<file path="config.mk">
export PLATFORM = sky130hd
export DESIGN_NAME = newton_square_root_flat
export DESIGN_NICKNAME = d
export VERILOG_FILES = /design/src/design/nsr_pkg.sv /design/src/design/nsr_if.sv /design/src/design/newton_square_root.sv /design/src/flat_wrapper.sv
export SDC_FILE = /design/constraint.sdc
export NUM_CORES = 2
export LEC_CHECK = 0
export ABC_AREA = 1
export BUFFER_PORTS_ARGS = -buffer_cell sky130_fd_sc_hd__clkbuf_2
export CELL_PAD_IN_SITES_DETAIL_PLACEMENT = 0
export CELL_PAD_IN_SITES_GLOBAL_PLACEMENT = 1
export CORE_ASPECT_RATIO = 2
export CORE_MARGIN = 8
export CORE_UTILIZATION = 45
export DETAILED_ROUTE_END_ITERATION = 12
export PLACE_DENSITY_LB_ADDON = 0.1
export REMOVE_ABC_BUFFERS = 1
export SLEW_MARGIN = 20
export SYNTH_ARGS = -nofsm -noshare
export SYNTH_HDL_FRONTEND = slang
export SYNTH_SLANG_ARGS = --single-unit
export TNS_END_PERCENT = 10
</file>
<file path="constraint.sdc">
create_clock -name clk -period 14.4 [get_ports clk]
set_input_delay 1.44 -clock clk [delete_from_list [all_inputs] [get_ports clk]]
set_output_delay 1.44 -clock clk [all_outputs]
set_load 0.1 [all_outputs]
</file>
<file path="src/design/nsr_pkg.sv">
// package with shared constants and types for the newton square root block
`timescale 1ns / 1ps
package nsr_pkg;
	localparam int DATA_WIDTH = 32;
	localparam int FRACTION_BITS = 16;
	localparam int RADICAND_WIDTH = 32;
	localparam int ROOT_WIDTH = 32;
	localparam int TOL_WIDTH = 16;
	localparam int LIMIT_WIDTH = 6;
	localparam int CFG_INDEX_WIDTH = 1;
	localparam int CFG_DATA_WIDTH = 16;
	localparam logic [CFG_INDEX_WIDTH-1:0] REG_TOLERANCE = 1'd0;
	localparam logic [CFG_INDEX_WIDTH-1:0] REG_ITERATION_LIMIT = 1'd1;
	localparam logic [TOL_WIDTH-1:0] TOL_RESET = 16'd7;
	localparam logic [LIMIT_WIDTH-1:0] LIMIT_RESET = 6'd32;

	typedef struct packed {
		logic [RADICAND_WIDTH-1:0] radicand;
	} in_item_t;

	typedef struct packed {
		logic [ROOT_WIDTH-1:0] root;
		logic negative_input;
		logic converged;
	} out_item_t;
endpackage

</file>
<file path="src/design/nsr_if.sv">
// valid/ready channel interface
`timescale 1ns / 1ps
interface nsr_in_if;
	logic valid;
	logic ready;
	nsr_pkg::in_item_t data;
	modport source (output valid, output data, input ready);
	modport sink (input valid, input data, output ready);
endinterface

interface nsr_out_if;
	logic valid;
	logic ready;
	nsr_pkg::out_item_t data;
	modport source (output valid, output data, input ready);
	modport sink (input valid, input data, output ready);
endinterface

</file>
<file path="src/design/newton_square_root.sv">
// newton square root: iterative fixed-point root with one shared serial divider
// each step runs the check state, then the bit-serial restoring divider (one quotient
// bit per cycle), then the update state; a negative input goes straight to the done
// state without any step
// one item at a time; the input is not ready while an item is in work or waiting
// arst_n clears control state and sets tolerance to 7 and the limit to 32
`timescale 1ns / 1ps
module newton_square_root #(
	parameter int DATA_WIDTH = nsr_pkg::DATA_WIDTH,
	parameter int FRACTION_BITS = nsr_pkg::FRACTION_BITS
) (
	input logic clk,
	input logic arst_n,
	input logic cfg_we,
	input logic [nsr_pkg::CFG_INDEX_WIDTH-1:0] cfg_index,
	input logic [nsr_pkg::CFG_DATA_WIDTH-1:0] cfg_data,
	nsr_in_if.sink in_ch,
	nsr_out_if.source out_ch
);
	localparam int NW = nsr_pkg::RADICAND_WIDTH;
	localparam int DIVW = NW - 1 + FRACTION_BITS;
	localparam int SQW = 2 * DATA_WIDTH;
	localparam int CW = $clog2(DIVW + 1);
	localparam int RW = DATA_WIDTH + 1;
	localparam int SUMW = (DIVW > DATA_WIDTH) ? DIVW : DATA_WIDTH;

	typedef enum logic [2:0] {S_IDLE, S_CHECK, S_DIV, S_UPDATE, S_DONE} state_t;

	state_t state_q;
	logic [nsr_pkg::TOL_WIDTH-1:0] tol_q;
	logic [nsr_pkg::LIMIT_WIDTH-1:0] limit_q, steps_q;
	logic [NW-2:0] n_q;
	logic [DATA_WIDTH-1:0] g_q;
	logic [DIVW-1:0] dvd_q;
	logic [DIVW-1:0] quo_q;
	logic [RW-1:0] rem_q;
	logic [CW-1:0] cnt_q;
	nsr_pkg::out_item_t res_q;

	logic [SQW-1:0] sq_full;
	logic [SQW-1:0] sq_sh;
	logic [SQW:0] err;
	logic conv;
	logic [RW:0] rem_sh;
	logic [RW:0] rem_sub;
	logic [SUMW:0] sum;
	logic [SUMW-1:0] g_wide;
	logic [SUMW-1:0] gmax_wide;
	logic [DATA_WIDTH-1:0] g_new;

	always_comb begin
		sq_full = g_q * g_q;
		sq_sh = sq_full >> FRACTION_BITS;
		if (sq_sh >= SQW'(n_q))
			err = {1'b0, sq_sh - SQW'(n_q)};
		else
			err = {1'b0, SQW'(n_q) - sq_sh};
		conv = err < (SQW + 1)'(tol_q);
		rem_sh = {rem_q, dvd_q[DIVW-1]};
		rem_sub = rem_sh - (RW + 1)'(g_q);
		g_wide = SUMW'(g_q);
		sum = {1'b0, SUMW'(quo_q)} + {1'b0, g_wide};
		gmax_wide = SUMW'({DATA_WIDTH{1'b1}});
		if (sum[SUMW:1] > gmax_wide)
			g_new = {DATA_WIDTH{1'b1}};
		else
			g_new = sum[DATA_WIDTH:1];
	end

	assign in_ch.ready = (state_q == S_IDLE);
	assign out_ch.valid = (state_q == S_DONE);
	assign out_ch.data = res_q;

	always_ff @(posedge clk or negedge arst_n) begin
		if (!arst_n) begin
			state_q <= S_IDLE;
			tol_q <= nsr_pkg::TOL_RESET;
			limit_q <= nsr_pkg::LIMIT_RESET;
		end else begin
			if (cfg_we) begin
				case (cfg_index)
					nsr_pkg::REG_TOLERANCE: tol_q <= cfg_data[nsr_pkg::TOL_WIDTH-1:0];
					nsr_pkg::REG_ITERATION_LIMIT:
						limit_q <= cfg_data[nsr_pkg::LIMIT_WIDTH-1:0];
					default: ;
				endcase
			end
			case (state_q)
				S_IDLE: begin
					if (in_ch.valid) begin
						n_q <= in_ch.data.radicand[NW-2:0];
						steps_q <= '0;
						if (DATA_WIDTH > FRACTION_BITS)
							g_q <= DATA_WIDTH'(1) << FRACTION_BITS;
						else
							g_q <= {DATA_WIDTH{1'b1}};
						if (in_ch.data.radicand[NW-1]) begin
							res_q.root <= nsr_pkg::ROOT_WIDTH'(1) << 16;
							res_q.negative_input <= 1'b1;
							res_q.converged <= 1'b0;
							state_q <= S_DONE;
						end else begin
							state_q <= S_CHECK;
						end
					end
				end
				S_CHECK: begin
					if (conv || steps_q >= limit_q) begin
						res_q.root <= (DATA_WIDTH > nsr_pkg::ROOT_WIDTH &&
							(g_q >> nsr_pkg::ROOT_WIDTH) != '0) ?
							{nsr_pkg::ROOT_WIDTH{1'b1}} : nsr_pkg::ROOT_WIDTH'(g_q);
						res_q.negative_input <= 1'b0;
						res_q.converged <= conv;
						state_q <= S_DONE;
					end else begin
						steps_q <= steps_q + 1'b1;
						dvd_q <= {n_q, {FRACTION_BITS{1'b0}}};
						quo_q <= '0;
						rem_q <= '0;
						cnt_q <= CW'(DIVW);
						state_q <= S_DIV;
					end
				end
				S_DIV: begin
					dvd_q <= dvd_q << 1;
					if (!rem_sub[RW]) begin
						rem_q <= rem_sub[RW-1:0];
						quo_q <= {quo_q[DIVW-2:0], 1'b1};
					end else begin
						rem_q <= rem_sh[RW-1:0];
						quo_q <= {quo_q[DIVW-2:0], 1'b0};
					end
					cnt_q <= cnt_q - 1'b1;
					if (cnt_q == CW'(1))
						state_q <= S_UPDATE;
				end
				S_UPDATE: begin
					g_q <= g_new;
					if (g_new == '0) begin
						res_q.root <= '0;
						res_q.negative_input <= 1'b0;
						res_q.converged <= 1'b0;
						state_q <= S_DONE;
					end else begin
						state_q <= S_CHECK;
					end
				end
				S_DONE: begin
					if (out_ch.ready)
						state_q <= S_IDLE;
				end
				default: state_q <= S_IDLE;
			endcase
		end
	end
endmodule
</file>
<file path="src/flat_wrapper.sv">
// flat-port wrapper written by rule: the top's interface ports become plain ports
module newton_square_root_flat 
#(
	parameter int DATA_WIDTH = nsr_pkg::DATA_WIDTH,
	parameter int FRACTION_BITS = nsr_pkg::FRACTION_BITS
)
  (clk, arst_n, cfg_we, cfg_index, cfg_data, in_ch_valid, in_ch_data, in_ch_ready, out_ch_valid, out_ch_data, out_ch_ready);
  nsr_in_if in_ch_i ();
  nsr_out_if out_ch_i ();
  input logic clk;
  input logic arst_n;
  input logic cfg_we;
  input logic [nsr_pkg::CFG_INDEX_WIDTH-1:0] cfg_index;
  input logic [nsr_pkg::CFG_DATA_WIDTH-1:0] cfg_data;
  input wire logic [$bits(in_ch_i.valid)-1:0] in_ch_valid;
  input wire logic [$bits(in_ch_i.data)-1:0] in_ch_data;
  output wire logic [$bits(in_ch_i.ready)-1:0] in_ch_ready;
  output wire logic [$bits(out_ch_i.valid)-1:0] out_ch_valid;
  output wire logic [$bits(out_ch_i.data)-1:0] out_ch_data;
  input wire logic [$bits(out_ch_i.ready)-1:0] out_ch_ready;
  assign in_ch_i.valid = in_ch_valid;
  assign in_ch_i.data = in_ch_data;
  assign in_ch_ready = in_ch_i.ready;
  assign out_ch_valid = out_ch_i.valid;
  assign out_ch_data = out_ch_i.data;
  assign out_ch_i.ready = out_ch_ready;
  newton_square_root #(.DATA_WIDTH(DATA_WIDTH), .FRACTION_BITS(FRACTION_BITS)) u_core (.clk(clk), .arst_n(arst_n), .cfg_we(cfg_we), .cfg_index(cfg_index), .cfg_data(cfg_data), .in_ch(in_ch_i), .out_ch(out_ch_i));
endmodule
</file>
==> impl_metrics.py <==
metrics = {
    "run_status": {
        "status": "finished clean",
    },
    "place": {
        "dp_cells": 8201,
        "routabilityCongestion": 0.984,
        "io_buffers": 89,
        "dp_hpwl_um": 143000,
    },
    "detailed_routing": {
        "routed_via_density": 5.02,
        "ant_nets": 0,
        "routedWlPerCell_um": 20.2,
        "met2WireLength_um": 82700,
        "drt-total-wl_um": 167000,
        "num_vias": 41400,
        "drtIter0Drc": 2352,
        "route.met3.wl_um": 6930,
        "dr.pass1.iters": 8,
        "highest_layer": "met4",
        "drc": 0,
        "wl_met1_um": 70400,
    },
    "sta": {
        "worst_pin_slew_ps": 1140,
        "setup_tns_ps": 0,
        "fin_hold_ws_ps": 490,
        "hold_viol": 0,
        "relSlewSlack_pct": 24.0,
        "rsz0062_at_grt": "no",
        "slew_violations": 0,
        "finalClockSkew_ps": 47.4,
        "max_clock_freq_ghz": 0.0736,
        "period_minus_slack_ps": 13590,
        "setup_viol": 0,
        "post-route-period-util_pct": 94.4,
    },
    "final_layout": {
        "drive_above_1_share_pct": 5.01,
        "final_cells": 8256,
        "area_delta_synth_final_pct": 6.90,
        "layout.nets": 8026,
    },
    "logic_synthesis": {
        "synth.distinct_cells": 53,
        "synthTopCellsByCount": "inv_1 (1907), nand2_1 (1602), fa_1 (809)",
        "async_flop_share_pct": 10.2,
        "synthCells": 6682,
        "yosys.area.top_type": "fa_1",
        "netlist_area_um2": 51000,
        "synth-seq-cells": 245,
        "yosysSeqAreaShare_pct": 14.2,
        "ys.flop_type": "edfxtp_1",
        "synth_top_area_share_pct": 31.7,
        "yosysMostFrequentCell": "inv_1",
        "avgSynthCellArea_um2": 7.64,
        "ys_top_cells_by_area": "fa_1 (32%), inv_1 (14%), edfxtp_1 (13%)",
        "ys_warn_count": 0,
        "synth_edf_count": 220,
    },
    "grt": {
        "globalRouteTotalUtil_pct": 27.1,
        "grt-ovfl-total": 0,
        "grt_max_degree": 60,
        "antenna_found_initial": 3,
        "grt_pass1_wl_um": 258000,
        "grt_pass1_vias": 44500,
    },
    "clock_network": {
        "cts.sinks": 245,
        "htree_levels": 1,
        "insertion_delay_ps": 640,
        "cts_setup_buffers": 0,
        "root_buffer": "clkbuf_16",
        "numCtsBuffers": 27,
        "cts_resized": 0,
        "cts_hold_buf": 0,
        "cts_tree": "built",
        "cts_buffer_depth": 3,
        "clk_pin_slew_worst_paths_ps": 70,
    },
    "setup_path": {
        "end_kind": "flop",
        "critical-path-max-stage-delay_ps": 1100,
        "cp_max_fo": 23,
        "cp.required_ps": 14710,
        "critPathArrivalTime_ps": 13900,
        "slowest_stage": "edfxtp_1",
        "worst_setup_path_start_kind": "flop",
        "crit_type": "flop to flop",
    },
    "floorplan": {
        "floorplan.rows": 175,
        "core_um2": 113000,
        "dieWidth_um": 254,
        "fp.dieH_um": 492,
        "dieArea_um2": 125000,
        "ioPinCount": 90,
        "start_util_pct": 45.1,
    },
    "hold_path": {
        "hold_class": "flop to flop",
    },
    "job": {
        "drv_cap": 0,
    },
}
through the flow:
stage,utilization (%),setup WS [ps],instance area [um2]
2_1_floorplan,-,-1320,50400
3_3_place_gp,47.2,776,53500
3_5_place_dp,47.2,729,53500
4_1_cts,48.1,682,54500
5_1_grt,48.2,15.8,54500
6_report,48.2,810,54500
layer usage:
layer / track usage, % / vias to the layer above
li1: - / 19800
met1: 34.4 / 20300
met3: 1.96 / 267
met4: 9.98 / 0
met2: 47.8 / 1044
met5: 0 / -
placed cells by master (no fill, tap or decap), drive strengths merged, types with 72 or more instances in the layout:
master and instances:
o21ai 227, nor2 434, nand2 1615, inv 1941
clkbuf 116, nand3 142, edfxtp 220, a21oi 281
xor2 113, buf 90, xnor2 72, fa 809
ha 433
flip-flops by register name (all words and copies together), names as in the netlist, 6 cells and up:
name	flops
u_core.dvd_q	31
u_core.quo_q	47
u_core.n_q	31
u_core.limit_q	6
u_core.steps_q	6
u_core.cnt_q	6
u_core.tol_q	16
u_core.out_ch.data	34
u_core.rem_q	33
u_core.g_q	32
cell type report:
type / count / area (um2)
Inverter: 1934 / 7260
Multi-Input combinational cell: 4343 / 35900
Clock buffer: 27 / 676
Sequential cell: 245 / 7240
Antenna cell: 1 / 2.50
Timing Repair Buffer: 179 / 1250
Tap cell: 1504 / 1880
Clock inverter: 23 / 338
Fill cell: 11600 / 58700
cells by family after synthesis:
family | after synthesis | synth area share (%)
multiplexers | 3 | 0.0589
AND/OR/NAND/NOR | 2290 | 18.0
AO/OA/AOI/OAI | 623 | 6.70
adder cells (fa/ha/maj) | 1242 | 42.4
buffers and inverters | 2094 | 15.5
flip-flops | 245 | 14.2
XOR/XNOR | 185 | 3.18
final timing paths:
check / cells after the start / slack [ps] / to / start
setup / recovery: 52 / 810 / u_core.quo_q[7] / u_core.g_q[9]
hold / removal: 2 / 490 / u_core.tol_q[5] / u_core.tol_q[5]
setup reg to reg: 52 / 810 / u_core.quo_q[7] / u_core.g_q[9]
hold reg to reg: 2 / 490 / u_core.tol_q[5] / u_core.tol_q[5]
max in group asynchronous: 2 / 12900 / u_core.state_q[2] / arst_n
min in group asynchronous: 2 / 1110 / u_core.tol_q[15] / arst_n
worst max-delay path, delay by kind of cell, from the launching register on:
kind | cells | cell delay (ps)
fa+ha+maj | 11 | 5570
simple gates | 19 | 3020
compound gates | 8 | 1570
buf+inv | 12 | 1250
flops | 1 | 1100
xor+xnor | 2 | 700
Power is left out: the tool's default activity adds up to more than one toggle a clock period on the data nets, which glitch-free logic cannot reach.
